==> config.mk <==
export PLATFORM = sky130hd
export DESIGN_NAME = lane_marking_classifier
export DESIGN_NICKNAME = d
export VERILOG_FILES = /design/src/hw/rtl/lmc_pkg.sv /design/src/hw/rtl/lmc_fifo.sv /design/src/hw/rtl/lmc_front.sv /design/src/hw/rtl/lmc_back.sv /design/src/hw/rtl/lane_marking_classifier.sv
export SDC_FILE = /design/constraint.sdc
export NUM_CORES = 1
export LEC_CHECK = 0
export ABC_AREA = 1
export BUFFER_PORTS_ARGS = -buffer_cell sky130_fd_sc_hd__clkbuf_2
export CAP_MARGIN = 30
export CORE_MARGIN = 2
export CORE_UTILIZATION = 64
export CTS_CLUSTER_SIZE = 20
export DETAILED_ROUTE_END_ITERATION = 16
export MAX_ROUTING_LAYER = met4
export PLACE_DENSITY = 0.82
export SLEW_MARGIN = 5
export SYNTH_ARGS = -nofsm -noshare
export SYNTH_HDL_FRONTEND = slang
export SYNTH_HIERARCHICAL = 1
export SYNTH_SLANG_ARGS = --single-unit
==> constraint.sdc <==
create_clock -name clk -period 10.6 [get_ports clk]
set_input_delay 0.53 -clock clk [delete_from_list [all_inputs] [get_ports clk]]
set_output_delay 0.53 -clock clk [all_outputs]
set_load 0.01 [all_outputs]
==> src/hw/rtl/lmc_pkg.sv <==
package lmc_pkg;

  localparam int HISTORY_DEPTH_DEF = 3;
  localparam int POS_WIDTH_DEF     = 32;
  localparam int QUEUE_DEPTH       = 2;

  localparam int CFG_IDX_W  = 3;
  localparam int CFG_DATA_W = 16;

  // Register indexes on the configuration port.
  localparam logic [CFG_IDX_W-1:0] CFG_SINGLE_SOLID_LEN       = 3'd0;
  localparam logic [CFG_IDX_W-1:0] CFG_GAP_MIN_LEN            = 3'd1;
  localparam logic [CFG_IDX_W-1:0] CFG_GAP_MAX_LEN            = 3'd2;
  localparam logic [CFG_IDX_W-1:0] CFG_TRIPLE_SOLID_LEN       = 3'd3;
  localparam logic [CFG_IDX_W-1:0] CFG_TRIPLE_DASH_TOLERANCE  = 3'd4;
  localparam logic [CFG_IDX_W-1:0] CFG_DOUBLE_DASH_PAIR_LEN   = 3'd5;
  localparam logic [CFG_IDX_W-1:0] CFG_DOUBLE_DASH_SINGLE_LEN = 3'd6;
  localparam logic [CFG_IDX_W-1:0] CFG_STEER_WINDOW           = 3'd7;

  // Line count codes.
  localparam logic [2:0] COUNT_NONE  = 3'd0;
  localparam logic [2:0] COUNT_ONE   = 3'd1;
  localparam logic [2:0] COUNT_TWO   = 3'd2;
  localparam logic [2:0] COUNT_THREE = 3'd3;
  localparam logic [2:0] COUNT_CROSS = 3'd4;

  // Marking modes.
  localparam logic [2:0] MODE_SINGLE_SOLID   = 3'd0;
  localparam logic [2:0] MODE_SINGLE_DASHED  = 3'd1;
  localparam logic [2:0] MODE_DOUBLE_UNKNOWN = 3'd2;
  localparam logic [2:0] MODE_DOUBLE_DASHED  = 3'd3;
  localparam logic [2:0] MODE_TRIPLE_UNKNOWN = 3'd4;
  localparam logic [2:0] MODE_TRIPLE_SOLID   = 3'd5;
  localparam logic [2:0] MODE_TRIPLE_DASHED  = 3'd6;
  localparam logic [2:0] MODE_CROSS          = 3'd7;

  localparam logic REQ_SAMPLE = 1'b0;
  localparam logic REQ_FORCE  = 1'b1;

  typedef struct packed {
    logic [15:0] single_solid_len;
    logic [15:0] gap_min_len;
    logic [15:0] gap_max_len;
    logic [15:0] triple_solid_len;
    logic [15:0] triple_dash_tolerance;
    logic [15:0] double_dash_pair_len;
    logic [15:0] double_dash_single_len;
    logic [6:0]  steer_window;
  } cfg_t;

  localparam cfg_t CFG_RESET = '{
    single_solid_len:       16'd288,
    gap_min_len:            16'd112,
    gap_max_len:            16'd144,
    triple_solid_len:       16'd160,
    triple_dash_tolerance:  16'd16,
    double_dash_pair_len:   16'd96,
    double_dash_single_len: 16'd208,
    steer_window:           7'd20
  };

  typedef struct packed {
    logic               req_type;
    logic [2:0]         raw_count;
    logic signed [31:0] odometer_pos;
    logic signed [7:0]  steer_angle;
    logic [2:0]         forced_mode;
  } req_t;

  typedef struct packed {
    logic [2:0]         filtered_count;
    logic [2:0]         marking_mode;
    logic signed [31:0] triple_run_len;
  } res_t;

  // Classified request handed from the front end to the rule engine.
  typedef struct packed {
    logic               force_mode;
    logic [2:0]         cur_count;
    logic [2:0]         prev_count;
    logic               straight;
    logic [2:0]         forced_mode;
    logic signed [31:0] odometer_pos;
  } item_t;

endpackage

==> src/hw/rtl/lmc_fifo.sv <==
module lmc_fifo #(
  parameter type T     = logic,
  parameter int  DEPTH = lmc_pkg::QUEUE_DEPTH
) (
  input  logic clk,
  input  logic rst,
  input  logic push,
  input  T     wdata,
  output logic full,
  input  logic pop,
  output T     rdata,
  output logic empty
);

  localparam int AW = (DEPTH > 1) ? $clog2(DEPTH) : 1;
  localparam int CW = $clog2(DEPTH + 1);

  T              mem [DEPTH];
  logic [AW-1:0] wr_ptr;
  logic [AW-1:0] rd_ptr;
  logic [CW-1:0] count;

  assign full  = (count == CW'(DEPTH));
  assign empty = (count == '0);
  assign rdata = mem[rd_ptr];

  always_ff @(posedge clk) begin
    if (push) begin
      mem[wr_ptr] <= wdata;
    end
  end

  always_ff @(posedge clk) begin
    if (rst) begin
      wr_ptr <= '0;
      rd_ptr <= '0;
      count  <= '0;
    end else begin
      if (push) begin
        wr_ptr <= (wr_ptr == AW'(DEPTH - 1)) ? '0 : wr_ptr + 1'b1;
      end
      if (pop) begin
        rd_ptr <= (rd_ptr == AW'(DEPTH - 1)) ? '0 : rd_ptr + 1'b1;
      end
      if (push && !pop) begin
        count <= count + 1'b1;
      end else if (!push && pop) begin
        count <= count - 1'b1;
      end
    end
  end

  a_no_overflow : assert property (@(posedge clk) disable iff (rst) push |-> !full)
    else $error("queue written while full");
  a_no_underflow : assert property (@(posedge clk) disable iff (rst) pop |-> !empty)
    else $error("queue read while empty");
  a_count_bound : assert property (@(posedge clk) disable iff (rst)
    count <= CW'(DEPTH))
    else $error("queue fill count out of range");

endmodule

==> src/hw/rtl/lmc_front.sv <==
module lmc_front #(
  parameter int HISTORY_DEPTH = lmc_pkg::HISTORY_DEPTH_DEF
) (
  input  logic                clk,
  input  logic                rst,
  input  logic                accept,
  input  lmc_pkg::req_t       req,
  input  logic [6:0]          steer_window,
  output lmc_pkg::item_t      item
);

  logic [2:0] hist     [HISTORY_DEPTH];
  logic [2:0] hist_new [HISTORY_DEPTH];
  logic [2:0] accepted_count;
  logic [2:0] accepted_next;
  logic       same;
  logic signed [8:0] steer_x;
  logic signed [8:0] window_x;

  always_comb begin
    hist_new[0] = req.raw_count;
    for (int i = 1; i < HISTORY_DEPTH; i++) begin
      hist_new[i] = hist[i-1];
    end
    same = 1'b1;
    for (int i = 0; i < HISTORY_DEPTH - 1; i++) begin
      if (hist_new[i] != hist_new[i+1]) begin
        same = 1'b0;
      end
    end
    accepted_next = same ? req.raw_count : accepted_count;
  end

  assign steer_x  = {req.steer_angle[7], req.steer_angle};
  assign window_x = $signed({2'b00, steer_window});

  always_comb begin
    item.force_mode   = (req.req_type == lmc_pkg::REQ_FORCE);
    item.prev_count   = accepted_count;
    item.cur_count    = item.force_mode ? accepted_count : accepted_next;
    item.straight     = (steer_x < window_x) && (steer_x > -window_x);
    item.forced_mode  = req.forced_mode;
    item.odometer_pos = req.odometer_pos;
  end

  always_ff @(posedge clk) begin
    if (rst) begin
      accepted_count <= lmc_pkg::COUNT_NONE;
      for (int i = 0; i < HISTORY_DEPTH; i++) begin
        hist[i] <= '0;
      end
    end else if (accept && req.req_type == lmc_pkg::REQ_SAMPLE) begin
      accepted_count <= accepted_next;
      for (int i = 0; i < HISTORY_DEPTH; i++) begin
        hist[i] <= hist_new[i];
      end
    end
  end

endmodule

==> src/hw/rtl/lmc_back.sv <==
module lmc_back #(
  parameter int POS_WIDTH = lmc_pkg::POS_WIDTH_DEF
) (
  input  logic           clk,
  input  logic           rst,
  input  logic           take,
  input  lmc_pkg::item_t item,
  input  lmc_pkg::cfg_t  cfg,
  output lmc_pkg::res_t  res
);

  localparam int EXT_W = (POS_WIDTH > 32) ? POS_WIDTH : 32;

  typedef logic signed [POS_WIDTH-1:0] pos_t;
  typedef logic signed [POS_WIDTH:0]   cmp_t;

  pos_t       start [4];
  pos_t       rlen  [4];
  pos_t       start_n [4];
  pos_t       rlen_n  [4];
  logic [2:0] mode;
  logic [2:0] m;
  logic [EXT_W-1:0] odo_ext;
  logic [EXT_W-1:0] rl3_ext;
  pos_t       pos;
  cmp_t       diff;
  logic [2:0] cur;
  logic [2:0] prev;

  function automatic pos_t span(pos_t p, pos_t s);
    return p - s;
  endfunction

  function automatic cmp_t sx(pos_t v);
    return {v[POS_WIDTH-1], v};
  endfunction

  function automatic cmp_t zx(logic [15:0] v);
    return $signed({{(POS_WIDTH + 1 - 16){1'b0}}, v});
  endfunction

  assign odo_ext = EXT_W'(item.odometer_pos);
  assign pos     = odo_ext[POS_WIDTH-1:0];
  assign cur     = item.cur_count;
  assign prev    = item.prev_count;
  assign diff    = sx(rlen[1]) - sx(rlen[3]);

  // Rules run in order; each one sees the mode left by those above it.
  always_comb begin
    m = mode;
    for (int i = 0; i < 4; i++) begin
      start_n[i] = start[i];
      rlen_n[i]  = rlen[i];
    end
    if (item.force_mode) begin
      m = item.forced_mode;
    end else begin
      // single line
      if (prev != lmc_pkg::COUNT_ONE && cur == lmc_pkg::COUNT_ONE) begin
        start_n[1] = pos;
      end
      if (cur == lmc_pkg::COUNT_ONE) begin
        rlen_n[1] = span(pos, start_n[1]);
      end
      if (m != lmc_pkg::MODE_SINGLE_SOLID && cur == lmc_pkg::COUNT_ONE &&
          sx(rlen_n[1]) > zx(cfg.single_solid_len)) begin
        m = lmc_pkg::MODE_SINGLE_SOLID;
      end
      if (cur == lmc_pkg::COUNT_NONE && item.straight && prev == lmc_pkg::COUNT_ONE) begin
        start_n[0] = pos;
      end
      if (prev == lmc_pkg::COUNT_NONE && item.straight && cur == lmc_pkg::COUNT_ONE) begin
        rlen_n[0] = span(pos, start[0]);
        if (m == lmc_pkg::MODE_SINGLE_SOLID && sx(rlen_n[0]) > zx(cfg.gap_min_len) &&
            sx(rlen_n[0]) < zx(cfg.gap_max_len)) begin
          m = lmc_pkg::MODE_SINGLE_DASHED;
        end
      end
      // double line
      if (cur == lmc_pkg::COUNT_TWO && prev != lmc_pkg::COUNT_TWO) begin
        start_n[2] = pos;
        if (m == lmc_pkg::MODE_SINGLE_SOLID) begin
          m = lmc_pkg::MODE_DOUBLE_UNKNOWN;
        end
      end
      if (m == lmc_pkg::MODE_DOUBLE_UNKNOWN && cur == lmc_pkg::COUNT_ONE &&
          sx(rlen_n[1]) > zx(cfg.double_dash_single_len) &&
          sx(rlen[2]) > zx(cfg.double_dash_pair_len)) begin
        m = lmc_pkg::MODE_DOUBLE_DASHED;
      end
      if (prev == lmc_pkg::COUNT_TWO && cur != lmc_pkg::COUNT_TWO) begin
        rlen_n[2] = span(pos, start[2]);
      end
      // triple line; a new triple run never coincides with a single run update
      if (cur == lmc_pkg::COUNT_THREE && prev != lmc_pkg::COUNT_THREE) begin
        start_n[3] = pos;
        if (m == lmc_pkg::MODE_SINGLE_SOLID || m == lmc_pkg::MODE_DOUBLE_UNKNOWN) begin
          m = lmc_pkg::MODE_TRIPLE_UNKNOWN;
        end else if (m == lmc_pkg::MODE_TRIPLE_UNKNOWN) begin
          if (diff < zx(cfg.triple_dash_tolerance) &&
              diff > -zx(cfg.triple_dash_tolerance)) begin
            m = lmc_pkg::MODE_TRIPLE_DASHED;
          end
        end
      end
      if (cur == lmc_pkg::COUNT_THREE && m == lmc_pkg::MODE_TRIPLE_UNKNOWN) begin
        rlen_n[3] = span(pos, start_n[3]);
        if (sx(rlen_n[3]) > zx(cfg.triple_solid_len)) begin
          m = lmc_pkg::MODE_TRIPLE_SOLID;
        end
      end
      if (m == lmc_pkg::MODE_TRIPLE_UNKNOWN && cur != lmc_pkg::COUNT_THREE &&
          prev == lmc_pkg::COUNT_THREE) begin
        rlen_n[3] = span(pos, start[3]);
      end
      if (cur == lmc_pkg::COUNT_CROSS) begin
        m = lmc_pkg::MODE_CROSS;
      end
    end
  end

  assign rl3_ext            = EXT_W'(rlen_n[3]);
  assign res.filtered_count = cur;
  assign res.marking_mode   = m;
  assign res.triple_run_len = $signed(rl3_ext[31:0]);

  always_ff @(posedge clk) begin
    if (rst) begin
      mode <= lmc_pkg::MODE_SINGLE_SOLID;
      for (int i = 0; i < 4; i++) begin
        start[i] <= '0;
        rlen[i]  <= '0;
      end
    end else if (take) begin
      mode <= m;
      for (int i = 0; i < 4; i++) begin
        start[i] <= start_n[i];
        rlen[i]  <= rlen_n[i];
      end
    end
  end

  a_force_mode : assert property (@(posedge clk) disable iff (rst)
    take && item.force_mode |=> mode == $past(item.forced_mode))
    else $error("forced mode not taken");
  a_cross_mode : assert property (@(posedge clk) disable iff (rst)
    take && !item.force_mode && item.cur_count == lmc_pkg::COUNT_CROSS
    |=> mode == lmc_pkg::MODE_CROSS)
    else $error("cross count did not give cross mode");
  a_hold : assert property (@(posedge clk) disable iff (rst)
    !take |=> $stable(mode))
    else $error("mode changed without a request");

endmodule

==> src/hw/rtl/lane_marking_classifier.sv <==
// Path: a request accepted at a clock edge is registered in the middle queue;
// once the result queue has room, the rule engine takes it and its result is
// registered in the result queue, reaching the result ports when empty falls.
// Throughput: one request per cycle, sustained, while results are popped as fast.
// Each queue holds two entries; full and empty follow their fill counts.
// Reset (rst, synchronous, active high) empties both queues, clears the count
// history, run records and mode to single solid, and loads register defaults.
module lane_marking_classifier #(
  parameter int HISTORY_DEPTH = lmc_pkg::HISTORY_DEPTH_DEF,
  parameter int POS_WIDTH     = lmc_pkg::POS_WIDTH_DEF
) (
  input  logic                             clk,
  input  logic                             rst,
  input  logic                             push,
  output logic                             full,
  input  lmc_pkg::req_t                    req,
  output logic                             empty,
  input  logic                             pop,
  output lmc_pkg::res_t                    res,
  input  logic                             cfg_we,
  input  logic [lmc_pkg::CFG_IDX_W-1:0]    cfg_idx,
  input  logic [lmc_pkg::CFG_DATA_W-1:0]   cfg_data
);

  // The front end filters the raw count and classifies each request; the
  // rule engine at the back applies the marking rules. A two-entry queue
  // sits between them and another in front of the result ports, so that a
  // stalled consumer does not stop the front end at once.

  lmc_pkg::cfg_t  cfg;
  lmc_pkg::item_t front_item;
  lmc_pkg::item_t mid_item;
  lmc_pkg::res_t  back_res;
  logic           accept;
  logic           mid_full;
  logic           mid_empty;
  logic           res_full;
  logic           take;

  // A request is taken whenever the middle queue has room.
  assign full   = mid_full;
  assign accept = push && !mid_full;

  // The rule engine works on the oldest classified request as soon as the
  // result queue can hold its answer.
  assign take = !mid_empty && !res_full;

  // Configuration register file. Every index of the port names a register,
  // and each write keeps only as many bits as its register has.
  always_ff @(posedge clk) begin
    if (rst) begin
      cfg <= lmc_pkg::CFG_RESET;
    end else if (cfg_we) begin
      unique case (cfg_idx)
        lmc_pkg::CFG_SINGLE_SOLID_LEN:       cfg.single_solid_len       <= cfg_data;
        lmc_pkg::CFG_GAP_MIN_LEN:            cfg.gap_min_len            <= cfg_data;
        lmc_pkg::CFG_GAP_MAX_LEN:            cfg.gap_max_len            <= cfg_data;
        lmc_pkg::CFG_TRIPLE_SOLID_LEN:       cfg.triple_solid_len       <= cfg_data;
        lmc_pkg::CFG_TRIPLE_DASH_TOLERANCE:  cfg.triple_dash_tolerance  <= cfg_data;
        lmc_pkg::CFG_DOUBLE_DASH_PAIR_LEN:   cfg.double_dash_pair_len   <= cfg_data;
        lmc_pkg::CFG_DOUBLE_DASH_SINGLE_LEN: cfg.double_dash_single_len <= cfg_data;
        lmc_pkg::CFG_STEER_WINDOW:           cfg.steer_window           <= cfg_data[6:0];
        default: ;
      endcase
    end
  end

  // Front end: count agreement filter and steering window check.
  lmc_front #(
    .HISTORY_DEPTH (HISTORY_DEPTH)
  ) u_front (
    .clk          (clk),
    .rst          (rst),
    .accept       (accept),
    .req          (req),
    .steer_window (cfg.steer_window),
    .item         (front_item)
  );

  lmc_fifo #(
    .T     (lmc_pkg::item_t),
    .DEPTH (lmc_pkg::QUEUE_DEPTH)
  ) u_mid_q (
    .clk   (clk),
    .rst   (rst),
    .push  (accept),
    .wdata (front_item),
    .full  (mid_full),
    .pop   (take),
    .rdata (mid_item),
    .empty (mid_empty)
  );

  // Back end: run tracking and the marking mode rules.
  lmc_back #(
    .POS_WIDTH (POS_WIDTH)
  ) u_back (
    .clk  (clk),
    .rst  (rst),
    .take (take),
    .item (mid_item),
    .cfg  (cfg),
    .res  (back_res)
  );

  lmc_fifo #(
    .T     (lmc_pkg::res_t),
    .DEPTH (lmc_pkg::QUEUE_DEPTH)
  ) u_res_q (
    .clk   (clk),
    .rst   (rst),
    .push  (take),
    .wdata (back_res),
    .full  (res_full),
    .pop   (pop && !empty),
    .rdata (res),
    .empty (empty)
  );

endmodule
Yosys cells after proc, flatten, opt, wreduce, memory -nomap -nowiden
Memory sizes are Yosys's and may differ from the RTL's. A register that Yosys moved wholly into a read port is not among the register bits.
Cells that the tools add are included.
Storage, ports and cells
  flip-flop bits (word level): 133
  RAM bits: 427
  bits of input ports: 71
  output and inout port bits: 40
  logic and storage cells: 217
  memories kept: 5
Cells by class
  add/sub/neg operators: 16
  order comparisons: 10
  equal/unequal tests: 30
  mux-type cells: 72
  bitwise operators: 12
  reductions and logical operators: 56
Memory list
  u_back.rlen: words 4, width 32, read ports 3, clocked after memory_dff 0, wr ports 4, line lmc_back.sv:18  | pos_t rlen [4];
  u_back.start: words 4, width 32, read ports 4, clocked after memory_dff 0, wr ports 4, line lmc_back.sv:17  | pos_t start [4];
  u_mid_q.mem: words 2, width 43, read ports 1, clocked after memory_dff 1, wr ports 1, line lmc_fifo.sv:18  | T mem [DEPTH];
  u_res_q.mem: words 2, width 38, read ports 1, clocked after memory_dff 1, wr ports 1, line lmc_fifo.sv:18
  u_front.hist: words 3, width 3, read ports 2, clocked after memory_dff 0, wr ports 3, line lmc_front.sv:12  | logic [2:0] hist [HISTORY_DEPTH];
Operators by type and width (number)
  $mux 32: 20
  $mux 128: 2
  $gt 32x17->1: 5
  $sub 32x32->32: 5
  $mux 3: 25
  $gt 33x33->1: 1
  $lt 33x17->1: 1
  $neg 16->33: 1
  $sub 32x32->33: 1
  $lt 32x17->1: 1
  $logic_and 1x1->1: 28
  $eq 3x2->1 const B: 8
  $eq 3x3->1 const B: 8
  $mux 1: 21
  $logic_not 3->1: 6
  $reduce_and 2->1: 8
  $ne 3x2->1 const B: 4
  $or 1x1->1: 11
  $eq 3x1->1 const B: 3
  $gt 8x9->1: 1
  $neg 7->9: 1
  $lt 8x8->1: 1
  $mux 2: 4
  $logic_not 1->1: 7
  other kinds (14): 23

Longest topological paths before layout
  word-level depth: 42
  mapped depth: 48
  depth with buffers taken out: 43

Cells and area by module
Netlist, hierarchy kept.
By module, submodules not included
  lmc_back: instances 1, cells each 3510, area each 24810.0 um2, sequential area each 6786.5 um2
  lane_marking_classifier: instances 1, cells each 672, area each 4788.3 um2, sequential area each 2382.3 um2
  lmc_fifo (u_mid_q): instances 1, cells each 167, area each 3534.6 um2, sequential area each 2682.6 um2
  lmc_fifo (u_res_q): instances 1, cells each 151, area each 3050.4 um2, sequential area each 2382.3 um2
  lmc_front: instances 1, cells each 183, area each 1265.0 um2, sequential area each 240.2 um2

Least setup slack after synthesis
No wires, ideal clock.
  path type: register to register
  start point: register (tool-made name)
  end point: memory u_res_q/mem[0][17] (netlist bit), data pin
  setup time: 0.252 ns
  arrival: 5.743 ns
  data required time: 10.348 ns
  setup slack: 4.604 ns
  stages on the path, launching flop included: 47
  path buffers: 7
  clock period less this slack: 5.996 ns
  cells stage by stage: dfxtp_1 -> buf_6 -> buf_12 -> mux2_4 -> inv_2 -> nand2_1 -> nor2_4 -> nand2_4 -> buf_6 -> inv_1 -> clkbuf_1 -> nand2_1 -> o21ai_0 -> ha_1 -> inv_1 -> o21ai_0 -> inv_1 -> nand2_1 -> [... 11 more ...] -> nand2_1 -> o21ai_0 -> nand3_1 -> nand3_2 -> nand2_2 -> nor3b_1 -> nand2_2 -> nand4_1 -> nand2_1 -> nand2_2 -> nand4_2 -> buf_6 -> buf_6 -> nand3_1 -> nand3_1 -> nand2_1 -> inv_1 -> buf_4
RTL lines (line)
  end, declared: lmc_fifo.sv:18

==> out/results.txt <==
CORE AREA - 0.0578 mm²
Metal-1 WL - 42.9 mm
Flop and latch count out of synthesis - 527
Setup TNS - 0 ps
Max-slew violations - 0
Power density over the cells - 345 mW/mm²
Netlist cell types - 62
Starting Density - 0.648
Nets - 5102
CP max stage cell - inv_1
Initial antenna violation count - 0
Final setup vio count - 0
Max Root-Sink Buffers - 3
Layout area overhead - 6.71%
Post-CTS setup buffers - 0
Final Core Density - 0.691
Post-layout minimum cycle time - 8510 ps
Vias per cell - 5.83
Worst hold-check path type - in2reg
DR WL/cell - 19.1 µm
Fmax - 0.117 GHz
Routed Antenna Nets - 0
Final period utilization - 0.803
Share of layout cells above drive strength 1 - 0.0917
Post-synth top area share - 0.314
Dpl cell area - 0.0380 mm²
Placed instance count - 5391
CP bufs+invs - 5
Post-CTS sizing - 0
CTS Buf Count - 57
Clock Sinks - 527
Setup crit start kind - flip-flop
Starting DRT DRC Count - 3383
Dpl hpwl - 80.8 mm
Cell family with most CP delay - simple AND/OR/NAND/NOR gates
Met3 wire length - 10.2 mm
First-pass GRT wire length - 163 mm
CP Capture Type - flip-flop
Most used cell, CP - nand2_1
Largest net degree at the start of global routing - 86
Yosys warns - 6
Root buf cell - clkbuf_16
Status - complete, no violations
Slew HR - 0.367
Leakage - 18.4 nW
WP data arrival - 8880 ps
Synth Instances - 4683
Yosys top cell by area - edfxtp_1
Pre-antenna DRT Iters - 6
Worst-path clk slew - 70 ps
RSZ-0062 raised after global routing - false
Core Rows - 88
Final Hold Viols - 0
Max cap viols - 0
Clock Skew - 26.9 ps
Cell Area, Synth - 0.0374 mm²
Top FF cell, synth - edfxtp_1
Io pins - 111
Worst-margin pin slew - 948 ps
Via Count - 32.1k
Seq/Total Area, Yosys - 0.387
EDFF count, synth - 392
Gr usage total - 0.355
Remaining Overflow, GRT - 0
GPL Wtd Cong - 1.02
Top Layer Used - met4
Port Buf Inserts - 110
Avg Cell Area, Syn - 8.00 µm²
Vias in the first global route - 30.2k
Design Area, Final - 0.0400 mm²
Post-CTS Hold Buffers - 0
Number of remaining DRC errors - 0
Routed wl met2 - 47.9 mm
WL final - 105 mm
CP peak stage delay - 830 ps
CTS H-tree lvls - 2
Crit-path max FO - 46
Post-Layout Cell Count - 5499
Main area contributors after synthesis - edfxtp_1 31%, ha_1 11%, nand2_1 8.8%
CTS tree - built
Die X - 246 µm
Vert. Die Dim - 246 µm
Clock latency on the worst-skew pair - 630 ps
Crit Path Class - reg2reg
Async S/R FF share, synth - 0
Largest vdd supply drop - 197 µV
Die ar. - 0.0605 mm²
Syn nets - 5099
Worst Path Required - 10960 ps
-- flip-flops by register name, indices dropped and copies added, names as in the netlist, 2 cells and up, named ones only --
register                flops
u_mid_q/mem                86
u_res_q/mem                76
u_front/hist                6
u_back/start              128
u_res_q/count               2
u_back/mode                 3
u_front/accepted_count      3
u_mid_q/count               2
cfg                       119
u_back/rlen                96
-- layer usage --
metal  GRT usage  vias to the layer above
li1            -                    15400
met1       0.463                    14900
met2       0.562                     1498
met3      0.0553                      215
met4       0.130                        0
met5           -                        -
-- cells in the mapped netlist, types with 12 or more instances --
| cell type | n |
|---|---|
| inv_2 | 19 |
| inv_1 | 694 |
| buf_6 | 18 |
| a31oi_1 | 13 |
| mux2_4 | 60 |
| nand4_1 | 71 |
| o21bai_1 | 18 |
| nand3_1 | 277 |
| nand3_2 | 23 |
| edfxtp_1 | 392 |
| nand2_2 | 15 |
| buf_4 | 81 |
| xor2_1 | 107 |
| mux2_2 | 21 |
| nor3_1 | 51 |
| ha_1 | 340 |
| nor4_1 | 20 |
| clkbuf_1 | 58 |
| buf_2 | 23 |
| xnor2_1 | 43 |
| a21oi_1 | 310 |
| nor2_1 | 628 |
| a211oi_1 | 24 |
| dfxtp_1 | 135 |
| a21o_1 | 12 |
| o21ai_0 | 213 |
| nand2_1 | 881 |
-- where the power goes --
part / internal, mW / total (mW) / switching (mW)
Combinational: 2.84 / 8.68 / 5.84
Sequential: 2.85 / 3.06 / 0.211
Clock: 1.18 / 2.04 / 0.859
-- cells by family (layout without fill, tap and decap cells) --
logic type / Yosys count / in the layout / synth area share
AND/OR/NAND/NOR: 2015 / 2015 / 0.230
XOR/XNOR: 150 / 150 / 0.0351
buffers and inverters: 908 / 958 / 0.105
other: 0 / 1 / 0
multiplexers: 81 / 81 / 0.0304
flip-flops: 527 / 527 / 0.387
AO/OA/AOI/OAI: 657 / 657 / 0.0968
adder cells (fa/ha/maj): 345 / 345 / 0.116
-- path summary, 6_finish.rpt --
path | slack [ps] | end | cells past startpoint | start
max reg2reg | 2090 | u_back/rlen[0][126]$_SDFFCE_PN0P_ | 39 | flip-flop
max | 2090 | u_back/rlen[0][126]$_SDFFCE_PN0P_ | 39 | flip-flop
min | 80 | u_mid_q/mem[0][31]$_DFFE_PP_ | 1 | req[42]
min reg2reg | 460 | u_mid_q/mem[1][37]$_DFFE_PP_ | 0 | u_front/accepted_count[1]$_SDFFE_PP0P_
-- layout make-up --
class / count / area [µm²]
Clock inverter: 37 / 365
Tap cell: 765 / 957
Antenna cell: 1 / 2.50
Clock buffer: 69 / 1570
Sequential cell: 527 / 14500
Multi-Input combinational cell: 3248 / 19100
Fill cell: 4634 / 17800
Timing Repair Buffer: 138 / 806
Inverter: 714 / 2680
-- worst register-to-register path, delay by kind of cell (launching register included) --
family | cells | cell delay [ps]
and+or+nand+nor | 23 | 3500
AOI/OAI and AO/OA | 7 | 1670
buffers and inverters | 5 | 1240
adders and majority gates | 2 | 670
DFF | 1 | 570
muxes | 1 | 370
xor gates and xnor gates | 1 | 240
-- cell usage in the layout, fill, tap and decap left out, types with 58 or more instances in the layout --
| master | Yosys | final |
|---|---|---|
| inv_1 | 694 | 691 |
| nor2_1 | 628 | 624 |
| clkbuf_2 | 0 | 110 |
| edfxtp_1 | 392 | 392 |
| dfxtp_1 | 135 | 133 |
| clkbuf_16 | 0 | 58 |
| nand3_1 | 277 | 277 |
| o21ai_0 | 213 | 211 |
| a21oi_1 | 310 | 310 |
| xor2_1 | 107 | 107 |
| nand2_1 | 881 | 880 |
| ha_1 | 340 | 340 |
| nand4_1 | 71 | 71 |
| mux2_4 | 60 | 60 |
-- stage by stage --
step	worst slack (ps)	total power [mW]	hold slack, ps
after floorplan	4600	9.10	426
after global routing	1430	14.7	64.8
final	2090	13.8	83.7
after detailed placement	2290	11.5	442
after global placement	2470	11.3	432
after CTS	2220	13.6	59.3
Power figures use the tool's default switching activity.
